## src/hw/rtl/mmavg_pkg.sv

```systemverilog
// ----------------------------------------------------------------------------
// mmavg_pkg
// Field widths, register indexes and reset values of the multichannel
// moving-average filter.
// ----------------------------------------------------------------------------
package mmavg_pkg;

  localparam int CHAN_W     = 2;
  localparam int SAMPLE_W   = 16;
  localparam int MV_W       = 20;
  localparam int HELD_W     = 5;
  localparam int CFG_DATA_W = 16;
  localparam int CFG_IDX_W  = 1;

  localparam logic [CFG_IDX_W-1:0] REG_REFERENCE_MV = 1'b0;
  localparam logic [CFG_IDX_W-1:0] REG_FULL_SCALE   = 1'b1;

  localparam logic [CFG_DATA_W-1:0] REF_MV_RESET     = 16'd2500;
  localparam logic [CFG_DATA_W-1:0] FULL_SCALE_RESET = 16'd32767;

  localparam logic [MV_W-1:0] MV_MAX = 20'hFFFFF;

endpackage

```

## src/hw/rtl/mmavg_if.sv

```systemverilog
// ----------------------------------------------------------------------------
// mmavg_if
// Valid/ready channels of the moving-average filter: sample requests in,
// filtered results out.
// ----------------------------------------------------------------------------
interface mmavg_in_if;
  logic                            valid;
  logic                            ready;
  logic [mmavg_pkg::CHAN_W-1:0]    channel;
  logic [mmavg_pkg::SAMPLE_W-1:0]  sample;

  modport source (output valid, output channel, output sample, input ready);
  modport sink   (input valid, input channel, input sample, output ready);
endinterface

interface mmavg_out_if;
  logic                            valid;
  logic                            ready;
  logic [mmavg_pkg::CHAN_W-1:0]    channel_out;
  logic [mmavg_pkg::SAMPLE_W-1:0]  average_code;
  logic [mmavg_pkg::MV_W-1:0]      millivolts_x16;
  logic                            window_full;
  logic [mmavg_pkg::HELD_W-1:0]    samples_held;

  modport source (output valid, output channel_out, output average_code,
                  output millivolts_x16, output window_full, output samples_held,
                  input ready);
  modport sink   (input valid, input channel_out, input average_code,
                  input millivolts_x16, input window_full, input samples_held,
                  output ready);
endinterface

```

## src/hw/rtl/multichannel_moving_average_mv.sv

```systemverilog
// ----------------------------------------------------------------------------
// multichannel_moving_average_mv
// Per-channel moving average over the last WINDOW samples, with the mean
// scaled to millivolts (4 fraction bits, saturating).
//
// in_chan takes one sample request tagged with its channel; a channel at or
// above CHANNELS is taken and dropped without a result. out_chan returns one
// result per kept request: channel, mean code, scaled millivolts, the
// window-full flag and the number of samples averaged.
// Each item is worked on by two bit-serial restoring dividers, and the next
// request is taken only once the last has left S_DONE: mean = sum / count
// over SUM_W steps (SUM_W = 16 + clog2(WINDOW)), with the reference multiply
// folded into it MSB first, then the scaled value over 20 steps divided by
// the full scale code. A saturated result skips the second division.
// The output register holds a result while the receiver stalls; the next
// request is still taken and worked on, and waits for the slot at its end.
// Synchronous reset clears all per-channel counts and sums and loads the
// configuration defaults; the sample history needs no clearing.
// Configuration writes go through cfg_we/cfg_index/cfg_wdata; the user is
// to make them only while idle, as the block itself does not enforce it.
// ----------------------------------------------------------------------------
module multichannel_moving_average_mv #(
  parameter int CHANNELS = 4,
  parameter int WINDOW   = 16
) (
  input  logic                                clk,
  input  logic                                rst_n,
  mmavg_in_if.sink                            in_chan,
  mmavg_out_if.source                         out_chan,
  input  logic                                cfg_we,
  input  logic [mmavg_pkg::CFG_IDX_W-1:0]     cfg_index,
  input  logic [mmavg_pkg::CFG_DATA_W-1:0]    cfg_wdata
);

  localparam int CH_W    = (CHANNELS > 1) ? $clog2(CHANNELS) : 1;
  localparam int POS_W   = (WINDOW > 1) ? $clog2(WINDOW) : 1;
  localparam int CNT_W   = $clog2(WINDOW + 1);
  localparam int SUM_W   = mmavg_pkg::SAMPLE_W + $clog2(WINDOW);
  localparam int DEPTH   = CHANNELS * WINDOW;
  localparam int ADDR_W  = (DEPTH > 1) ? $clog2(DEPTH) : 1;
  localparam int SW      = mmavg_pkg::SAMPLE_W;
  localparam int MV_W    = mmavg_pkg::MV_W;
  localparam int ACC_W   = 2 * SW;
  localparam int MAXSTEP = (SUM_W > MV_W) ? SUM_W : MV_W;
  localparam int STEP_W  = $clog2(MAXSTEP);

  typedef enum logic [2:0] {
    S_IDLE, S_UPD, S_DIV1, S_CHK, S_DIV2, S_DONE
  } state_t;

  state_t state_r;

  // per-channel state
  logic [POS_W-1:0] wpos_r [CHANNELS];
  logic [CNT_W-1:0] fill_r [CHANNELS];
  logic [SUM_W-1:0] sum_r  [CHANNELS];
  logic             full_r [CHANNELS];

  logic [SW-1:0] ref_r;
  logic [SW-1:0] fs_r;

  // request being worked on
  logic [CH_W-1:0]   ch_r;
  logic [SW-1:0]     sample_r;
  logic [ADDR_W-1:0] addr_r;
  logic [SW-1:0]     rd_data_r;
  logic [STEP_W-1:0] step_r;

  // mean divider with folded multiply
  logic [SUM_W-1:0]  num1_r;
  logic [CNT_W-1:0]  den1_r;
  logic [CNT_W-1:0]  rem1_r;
  logic [ACC_W-1:0]  acc_r;
  logic              flag_r;

  // millivolt divider
  logic [MV_W-1:0]   num2_r;
  logic [SW-1:0]     rem2_r;

  // output slot
  logic                              out_valid_r;
  logic [mmavg_pkg::CHAN_W-1:0]      out_ch_r;
  logic [SW-1:0]                     out_avg_r;
  logic [MV_W-1:0]                   out_mv_r;
  logic                              out_full_r;
  logic [mmavg_pkg::HELD_W-1:0]      out_held_r;

  // hidden history memory
  logic [SW-1:0] hist_mem [DEPTH];

  logic              in_fire;
  logic              ch_ok;
  logic [CH_W+1:0]   ch_ext;
  logic [CH_W-1:0]   in_ch_idx;
  logic [ADDR_W-1:0] rd_addr;

  assign in_chan.ready = (state_r == S_IDLE);
  assign in_fire       = in_chan.valid && in_chan.ready;
  assign ch_ok         = int'(in_chan.channel) < CHANNELS;
  assign ch_ext        = (CH_W + 2)'(in_chan.channel);
  assign in_ch_idx     = ch_ext[CH_W-1:0];
  assign rd_addr       = ADDR_W'(in_ch_idx) * ADDR_W'(WINDOW) + ADDR_W'(wpos_r[in_ch_idx]);

  // update step
  logic             was_full;
  logic [SUM_W-1:0] sum_nxt;
  logic [CNT_W-1:0] fill_nxt;
  logic [POS_W-1:0] wpos_nxt;

  assign was_full = (fill_r[ch_r] == CNT_W'(WINDOW));
  assign sum_nxt  = sum_r[ch_r] - (was_full ? SUM_W'(rd_data_r) : '0) + SUM_W'(sample_r);
  assign fill_nxt = was_full ? fill_r[ch_r] : fill_r[ch_r] + 1'b1;
  assign wpos_nxt = (wpos_r[ch_r] == POS_W'(WINDOW - 1)) ? '0 : wpos_r[ch_r] + 1'b1;

  // one restoring step of each divider
  logic [CNT_W:0]   trial1;
  logic             ge1;
  logic [CNT_W-1:0] rem1_nxt;
  logic [ACC_W-1:0] acc_nxt;
  logic [SW:0]      trial2;
  logic             ge2;
  logic [SW-1:0]    rem2_nxt;

  assign trial1   = {rem1_r, num1_r[SUM_W-1]};
  assign ge1      = trial1 >= {1'b0, den1_r};
  assign rem1_nxt = ge1 ? CNT_W'(trial1 - {1'b0, den1_r}) : trial1[CNT_W-1:0];
  assign acc_nxt  = {acc_r[ACC_W-2:0], 1'b0} + (ge1 ? ACC_W'(ref_r) : '0);

  assign trial2   = {rem2_r, num2_r[MV_W-1]};
  assign ge2      = trial2 >= {1'b0, fs_r};
  assign rem2_nxt = ge2 ? SW'(trial2 - {1'b0, fs_r}) : trial2[SW-1:0];

  // scaled numerator is acc * 16: its top SW bits decide saturation
  logic sat;
  assign sat = acc_r[ACC_W-1:ACC_W-SW] >= fs_r;

  logic out_free;
  assign out_free = !out_valid_r || out_chan.ready;

  always_ff @(posedge clk) begin
    if (in_fire && ch_ok) begin
      rd_data_r <= hist_mem[rd_addr];
    end
    if (state_r == S_UPD) begin
      hist_mem[addr_r] <= sample_r;
    end
  end

  always_ff @(posedge clk) begin
    if (!rst_n) begin
      state_r     <= S_IDLE;
      out_valid_r <= 1'b0;
      ref_r       <= mmavg_pkg::REF_MV_RESET;
      fs_r        <= mmavg_pkg::FULL_SCALE_RESET;
      for (int c = 0; c < CHANNELS; c++) begin
        wpos_r[c] <= '0;
        fill_r[c] <= '0;
        sum_r[c]  <= '0;
        full_r[c] <= 1'b0;
      end
    end else begin
      if (cfg_we) begin
        case (cfg_index)
          mmavg_pkg::REG_REFERENCE_MV: ref_r <= cfg_wdata;
          mmavg_pkg::REG_FULL_SCALE:   fs_r  <= cfg_wdata;
          default: ;
        endcase
      end

      // in S_DONE the slot is refilled whenever it drains
      if (out_valid_r && out_chan.ready && state_r != S_DONE) begin
        out_valid_r <= 1'b0;
      end

      case (state_r)
        S_IDLE: begin
          // drop requests for channels that do not exist
          if (in_fire && ch_ok) begin
            ch_r     <= in_ch_idx;
            sample_r <= in_chan.sample;
            addr_r   <= rd_addr;
            state_r  <= S_UPD;
          end
        end
        S_UPD: begin
          sum_r[ch_r]  <= sum_nxt;
          fill_r[ch_r] <= fill_nxt;
          wpos_r[ch_r] <= wpos_nxt;
          full_r[ch_r] <= full_r[ch_r] || (fill_nxt == CNT_W'(WINDOW));
          flag_r       <= full_r[ch_r] || (fill_nxt == CNT_W'(WINDOW));
          num1_r       <= sum_nxt;
          den1_r       <= fill_nxt;
          rem1_r       <= '0;
          acc_r        <= '0;
          step_r       <= '0;
          state_r      <= S_DIV1;
        end
        S_DIV1: begin
          num1_r <= {num1_r[SUM_W-2:0], ge1};
          rem1_r <= rem1_nxt;
          acc_r  <= acc_nxt;
          step_r <= step_r + 1'b1;
          if (step_r == STEP_W'(SUM_W - 1)) begin
            state_r <= S_CHK;
          end
        end
        S_CHK: begin
          step_r <= '0;
          if (sat) begin
            num2_r  <= mmavg_pkg::MV_MAX;
            state_r <= S_DONE;
          end else begin
            rem2_r  <= acc_r[ACC_W-1:ACC_W-SW];
            num2_r  <= MV_W'({acc_r[ACC_W-SW-1:0], 4'b0000});
            state_r <= S_DIV2;
          end
        end
        S_DIV2: begin
          num2_r <= {num2_r[MV_W-2:0], ge2};
          rem2_r <= rem2_nxt;
          step_r <= step_r + 1'b1;
          if (step_r == STEP_W'(MV_W - 1)) begin
            state_r <= S_DONE;
          end
        end
        S_DONE: begin
          // hold until the output slot frees up
          if (out_free) begin
            out_valid_r <= 1'b1;
            out_ch_r    <= mmavg_pkg::CHAN_W'(ch_r);
            out_avg_r   <= num1_r[SW-1:0];
            out_mv_r    <= num2_r;
            out_full_r  <= flag_r;
            out_held_r  <= mmavg_pkg::HELD_W'(den1_r);
            state_r     <= S_IDLE;
          end
        end
        default: state_r <= S_IDLE;
      endcase
    end
  end

  assign out_chan.valid          = out_valid_r;
  assign out_chan.channel_out    = out_ch_r;
  assign out_chan.average_code   = out_avg_r;
  assign out_chan.millivolts_x16 = out_mv_r;
  assign out_chan.window_full    = out_full_r;
  assign out_chan.samples_held   = out_held_r;

  a_fill_bounded: assert property (@(posedge clk) disable iff (!rst_n)
    (state_r == S_UPD) |-> (fill_r[ch_r] <= CNT_W'(WINDOW)))
    else $error("fill count above window");

  a_rem1_below_den: assert property (@(posedge clk) disable iff (!rst_n)
    (state_r == S_DIV1) |-> (rem1_r < den1_r))
    else $error("mean divider remainder not below count");

  a_rem2_below_fs: assert property (@(posedge clk) disable iff (!rst_n)
    (state_r == S_DIV2) |-> (rem2_r < fs_r))
    else $error("millivolt divider remainder not below full scale");

  a_hold_on_stall: assert property (@(posedge clk) disable iff (!rst_n)
    (state_r == S_DONE && out_valid_r && !out_chan.ready) |=> (state_r == S_DONE))
    else $error("result overwrote a stalled output");

  a_drop_bad_channel: assert property (@(posedge clk) disable iff (!rst_n)
    (in_fire && !ch_ok) |=> (state_r == S_IDLE))
    else $error("request for missing channel was processed");

endmodule

```

## src/flat_wrapper.sv

```systemverilog
// flat-port wrapper written by rule: the top's interface ports become plain ports
module multichannel_moving_average_mv_flat 
#(
  parameter int CHANNELS = 4,
  parameter int WINDOW   = 16
)
  (clk, rst_n, cfg_we, cfg_index, cfg_wdata, in_chan_valid, in_chan_channel, in_chan_sample, in_chan_ready, out_chan_valid, out_chan_channel_out, out_chan_average_code, out_chan_millivolts_x16, out_chan_window_full, out_chan_samples_held, out_chan_ready);
  mmavg_in_if in_chan_i ();
  mmavg_out_if out_chan_i ();
  input  logic clk;
  input  logic rst_n;
  input  logic cfg_we;
  input  logic [mmavg_pkg::CFG_IDX_W-1:0] cfg_index;
  input  logic [mmavg_pkg::CFG_DATA_W-1:0] cfg_wdata;
  input wire logic [$bits(in_chan_i.valid)-1:0] in_chan_valid;
  input wire logic [$bits(in_chan_i.channel)-1:0] in_chan_channel;
  input wire logic [$bits(in_chan_i.sample)-1:0] in_chan_sample;
  output wire logic [$bits(in_chan_i.ready)-1:0] in_chan_ready;
  output wire logic [$bits(out_chan_i.valid)-1:0] out_chan_valid;
  output wire logic [$bits(out_chan_i.channel_out)-1:0] out_chan_channel_out;
  output wire logic [$bits(out_chan_i.average_code)-1:0] out_chan_average_code;
  output wire logic [$bits(out_chan_i.millivolts_x16)-1:0] out_chan_millivolts_x16;
  output wire logic [$bits(out_chan_i.window_full)-1:0] out_chan_window_full;
  output wire logic [$bits(out_chan_i.samples_held)-1:0] out_chan_samples_held;
  input wire logic [$bits(out_chan_i.ready)-1:0] out_chan_ready;
  assign in_chan_i.valid = in_chan_valid;
  assign in_chan_i.channel = in_chan_channel;
  assign in_chan_i.sample = in_chan_sample;
  assign in_chan_ready = in_chan_i.ready;
  assign out_chan_valid = out_chan_i.valid;
  assign out_chan_channel_out = out_chan_i.channel_out;
  assign out_chan_average_code = out_chan_i.average_code;
  assign out_chan_millivolts_x16 = out_chan_i.millivolts_x16;
  assign out_chan_window_full = out_chan_i.window_full;
  assign out_chan_samples_held = out_chan_i.samples_held;
  assign out_chan_i.ready = out_chan_ready;
  multichannel_moving_average_mv #(.CHANNELS(CHANNELS), .WINDOW(WINDOW)) u_core (.clk(clk), .rst_n(rst_n), .in_chan(in_chan_i), .out_chan(out_chan_i), .cfg_we(cfg_we), .cfg_index(cfg_index), .cfg_wdata(cfg_wdata));
endmodule
```

## config.mk

```make
export PLATFORM = sky130hd
export DESIGN_NAME = multichannel_moving_average_mv_flat
export DESIGN_NICKNAME = d
export VERILOG_FILES = /design/src/hw/rtl/mmavg_pkg.sv /design/src/hw/rtl/mmavg_if.sv /design/src/hw/rtl/multichannel_moving_average_mv.sv /design/src/flat_wrapper.sv
export SDC_FILE = /design/constraint.sdc
export NUM_CORES = 2
export LEC_CHECK = 0
export CAP_MARGIN = 20
export CORE_MARGIN = 4
export CORE_UTILIZATION = 45
export CTS_CLUSTER_DIAMETER = 100
export DETAILED_ROUTE_END_ITERATION = 10
export DONT_BUFFER_PORTS = 1
export PLACE_DENSITY = 0.68
export SLEW_MARGIN = 20
export SYNTH_ARGS = -nofsm -noshare
export SYNTH_HDL_FRONTEND = slang
export SYNTH_SLANG_ARGS = --single-unit
```

## constraint.sdc

```tcl
create_clock -name clk -period 9.2 [get_ports clk]
set_clock_uncertainty 0.05 [all_clocks]
set_input_delay 2.3 -clock clk [delete_from_list [all_inputs] [get_ports clk]]
set_output_delay 2.3 -clock clk [all_outputs]
set_load 0.02 [all_outputs]
```

# After elaboration in Yosys (flattened, before gate mapping)
# Memories as Yosys holds them, arrays and structs flattened. A register that Yosys moved wholly into a read port is not among the register bits.
# Cells that the tools add are included.
# op_classes
add_sub_neg,9
mul,0
n_div,0
magnitude_cmp,3
eq_ne,15
shifts,0
n_mux,44
n_bitwise,1
n_reduce_logical,26
# ops
op,n
case mux 20 bit (2 select lines),2
two-way mux 16 bit,4
case mux 32 bit (2 select lines),1
two-way mux 20 bit,2
adder 32 bit,1
case mux 16 bit (2 select lines),1
adder 20 x 16 -> 20 bit,1
case mux 5 bit (2 select lines),2
OR reduction 20 bit,1
subtractor 20 bit,1
case mux 3 bit (6 select lines),1
>= comparator 17 x 16 -> 1 bit,1
>= comparator 16 bit,1
two-way mux 2 bit,8
subtractor 16 bit,1
== test 5 bit (second input constant),3
two-way mux 5 bit,3
two-way mux 1 bit,14
two-way mux 3 bit,4
AND reduction 2 bit,6
adder 5 x 1 -> 5 bit (second input constant),2
AND reduction 3 bit,3
two-way mux 4 bit,2
adder 6 x 4 -> 6 bit,1
other kinds (21),32
# word_totals
regBits,208
latchBits,0
ramBits,1144
rom_bits,0
inputBits,40
output_inout_bits,46
word_cells,123
mem_count,5
# memory_table
memory,words,word_bits,read_ports,rd_clocked_by_memory_dff,wr,line,rtl
u_core.hist_mem,64,16,1,1,1,multichannel_moving_average_mv.sv:89,logic [SW-1:0] hist_mem [DEPTH];
u_core.sum_r,4,20,1,1,4,multichannel_moving_average_mv.sv:56,logic [SUM_W-1:0] sum_r [CHANNELS];
u_core.fill_r,4,5,1,1,4,multichannel_moving_average_mv.sv:55,logic [CNT_W-1:0] fill_r [CHANNELS];
u_core.wpos_r,4,4,2,1,4,multichannel_moving_average_mv.sv:54,logic [POS_W-1:0] wpos_r [CHANNELS];
u_core.full_r,4,1,1,1,4,multichannel_moving_average_mv.sv:57,logic full_r [CHANNELS];

# Logic depth before layout (Yosys ltp)
# depth
word_depth,6
ltp_mapped,18
mapped_depth_nobuf,17

# Worst setup path after synthesis
# OpenSTA, ideal clock, no wires.
# synth_timing
kind,in2reg
from,input rst_n
to,register u_core.acc_r[0] (enable)
setup_ns,0.554
arrival_ns,6.748
required_ns,8.596
path_slack_ns,1.848
stages,2
n_path_buf,1
cell_sequence,clkbuf_1 nor3b_1
# synth_between
elab_chain_cells,1
# synth_rtl
item,line,rtl
from (decl),flat_wrapper.sv:11,input logic rst_n;
AND reduction 2 bit (no source line),n/a,
to (signal assigned),multichannel_moving_average_mv.sv:201,acc_r <= acc_nxt;
to (decl),multichannel_moving_average_mv.sv:73,logic [ACC_W-1:0] acc_r;
# No other way between the ends.
# A chain may end at the register's enable or synchronous reset.

==> flow_summary_export.csv <==
group,metric,value,unit
timing,max_freq,181,MHz
finish,fin_area,63900,um^2
critical_path,reg2regPathDepth,15,
finish,drive_gt1_share,12.6,%
worst_hold_path,hp-class,"flip-flop to flip-flop",
critical_path,crit_path_max_fanout,18,
global_route,grt_pass1_wl,214000,um
synthesis,ys_seq_elements,1368,
clock_network,hold_buffers,0,
global_route,overflow,0,
clock_network,cts_root_buf,"clkbuf_16",
critical_path,startpoint_type,"flip-flop",
synthesis,synth.cell_area,57300,um^2
finish,instances_no_fill,5724,
drt,vias,33900,
critical_path,path_cells,"mux4_2 > inv_1 > ha_1 > nor4bb_2 > buf_4 > and2_1 > fa_1 > inv_1 > ha_1 > nand2_1 > o311a_1 > o31ai_1 > o221ai_1 > a211oi_1 > o21ai_0",
die,die_h,365,um
global_route,grt_max_degree,147,
placed_design,placed_cell_area,59500,um^2
power_and_ir_drop,peakVddDrop,207,uV
outcome,status,"complete, no violations",
critical_path,slowest_stage,"dfxtp_2",
critical_path,critPathCaptureType,"flip-flop",
drt,via_per_inst,5.92,
worst_hold_path,whs_endpoint,"u_core.out_chan.window_full$_DFFE_PP_",
clock_network,clk_path_buf_depth,3,
timing,finalSetupViolations,0,
global_route,grt_pass1_vias,32500,
global_route,antenna_found_initial,5,
placed_design,hpwl,87500,um
die,die_area,133000,um^2
timing,finalHoldViolCount,0,
clock_network,post_cts.repair.setup_buffers,0,
drt,wl_per_cell,25.2,um
synthesis,syn_inst,3900,
synthesis,synth_largest_area_cell,"edfxtp_1",
global_route,grt_use_total,21.5,%
finish,final_common_cell,"edfxtp_1",
clock_network,numCtsBuffers,139,
power_and_ir_drop,p_per_area,220,nW/um^2
timing,finalSetupTns,0,ps
finish,area_delta_synth_final,11.5,%
timing,slew_violations,0,
finish,nNetsFinal,4099,
placed_design,place.gp.congestion,0.854,
finish,most-common-layout-cells,"edfxtp_1 (1327), nand2_1 (618), nor2_1 (270), nand3_1 (224), mux4_2 (150)",
clock_network,clk_pin_slew_worst_paths,60,ps
die,ioPinCount,86,
clock_network,clock_sinks,1368,
clock_network,ctsResizeCount,0,
drt,drt_wl_total,144000,um
clock_network,htree_levels,4,
critical_path,cp.arrival,5920,ps
synthesis,yosysSeqAreaShare,70.9,%
finish,multiInputGateArea,15400,um^2
placed_design,io_buffers,0,
synthesis,syn-num-nets,4035,
synthesis,ys_warn_count,0,
synthesis,synth.top_cell.area_share,69.5,%
finish,ff_latch_area,40700,um^2
worst_hold_path,hp-start,"u_core.flag_r$_DFFE_PP_",
timing,min_period,5530,ps
finish,num-fill-cells,10200,
timing,period_share,60.1,%
drt,drcViolationCount,0,
critical_path,cp.required,9590,ps
clock_network,cts_tree,"built",
power_and_ir_drop,p_leak,21.6,nW
synthesis,ys_types,81,
drt,drt_iter0_drc,4318,
worst_hold_path,hold_path_depth,0,
synthesis,synth_area_leaders,"edfxtp_1 (70%), mux4_2 (5.9%), nand2_1 (4.0%)",
synthesis,syn_avg_cell_area,14.7,um^2
timing,tightest_slew,1220,ps
synthesis,async_reset_ff_share,0,%
critical_path,r2r_setup_slack,3670,ps
die,initial_core_util,45.5,%
timing,slew_headroom,18.5,%
flow_run,cap_viol_max_count,0,
drt,drtAntennaViolNets,0,
placed_design,dp.cells,5472,
critical_path,criticalPathCategory,"flip-flop to flip-flop",
synthesis,synth-edff-count,1327,
synthesis,synth_flop_cell,"edfxtp_1",
timing,rsz0062_at_grt,"false",
die,die_w,365,um
critical_path,rr_endpoint,"u_core.num1_r[19]$_DFFE_PP_",
critical_path,slowest_delay,690,ps
drt,firstDrtPassIters,5,
die,rows,130,
clock_network,clock_latency,760,ps
die,core-area,126000,um^2
flip-flops by register name, summed over array words and instances, names as in the netlist, 2 cells and up, named ones only:
name                            count
u_core.rem2_r                      16
u_core.out_chan.channel_out         2
u_core.full_r                       4
u_core.hist_mem                  1024
u_core.num2_r                      20
u_core.out_chan.millivolts_x16     20
u_core.addr_r                       6
u_core.state_r                      3
u_core.step_r                       5
u_core.rd_data_r                   16
u_core.sample_r                    16
u_core.fs_r                        16
u_core.wpos_r                      16
u_core.rem1_r                       5
u_core.acc_r                       32
u_core.sum_r                       80
u_core.ref_r                       16
u_core.num1_r                      20
u_core.out_chan.samples_held        5
u_core.den1_r                       5
u_core.out_chan.average_code       16
u_core.fill_r                      20
routing by layer:
layer	GRT usage [%]	routed length [um]
met1	30.7	59400
met2	33.1	66700
met3	4.30	13300
met4	7.75	4650
met5	0	0
worst max-delay path: cells and delay by family, from the launching register on:
kind,cells,cell delay [ps]
AOI/OAI and AO/OA,5,2000
adders and majority gates,3,790
DFF,1,690
muxes,1,620
and+or+nand+nor,3,580
buffers and inverters,3,450
final cells by class:
class	count	share of cell area, %
Antenna cell	2	0.00783
Multi-Input combinational cell	2214	24.1
Clock inverter	72	1.17
Tap cell	1650	3.23
Timing Repair Buffer	117	1.42
Sequential cell	1368	63.6
Clock buffer	177	5.70
Inverter	124	0.759
synth_stat cells, drive strengths merged, types with 9 or more instances:
master  count
a21o       29
xor2       22
nand3     224
inv       123
xnor2      23
edfxtp   1327
o21a       11
a221oi     14
mux2i      80
dfxtp      41
ha         76
o22ai      17
and3       14
a21boi     16
a211oi     44
a21oi      86
o211ai     34
nand2b     22
mux4      150
nor2      282
fa         19
buf        91
nand2     618
o311ai      9
a31oi      31
or3        23
nand4      60
and2       31
clkbuf    103
nor3       33
nor2b      48
a22oi      13
o21ai      62
a32oi      36
stage by stage:
stage                     hold slack (ps)  total power [mW]  utilization (%)  setup WS, ps
after floorplan                       350              8.20                -          1850
after global placement                378              8.66             47.2          2910
after detailed placement              380              8.70             47.2          3070
after CTS                             394              14.2             50.7          3700
after global routing                  397              14.6             50.7          3380
final                                 390              14.1             50.7          3670
logic make-up after synthesis:
logic type      count (synthesis)  share of synthesized area (%)
simple gates                 1393                           10.9
flops                        1368                           70.9
compound gates                445                           5.32
buf+inv                       318                           2.37
mux                           236                           7.47
fa+ha+maj                      95                           2.32
xor+xnor                       45                          0.687
where the power goes:
group | leakage, nW | total [mW] | internal, mW | switching [mW]
clock | 2.14 | 5.50 | 3.11 | 2.38
sequential | 12.5 | 7.06 | 6.98 | 0.0758
combinational | 6.99 | 1.52 | 0.496 | 1.02
total | 21.6 | 14.1 | 10.6 | 3.48
worst max path at each step:
| stage | from | cells after the start | endpoint |
|---|---|---|---|
| finish | flip-flop | 15 | u_core.num1_r[19]$_DFFE_PP_ |
| global route | flip-flop | 15 | u_core.num1_r[19]$_DFFE_PP_ |
| CTS | flip-flop | 15 | u_core.num1_r[19]$_DFFE_PP_ |
| detailed placement | in_chan_channel[1] | 9 | u_core.rd_data_r[7]$_DFFE_PP_ |
| global placement | in_chan_channel[0] | 8 | u_core.rd_data_r[13]$_DFFE_PP_ |
| floorplan | rst_n | 2 | u_core.acc_r[0]$_SDFFCE_PN0P_ |
Note: power is estimated with default switching activity, not from simulation.
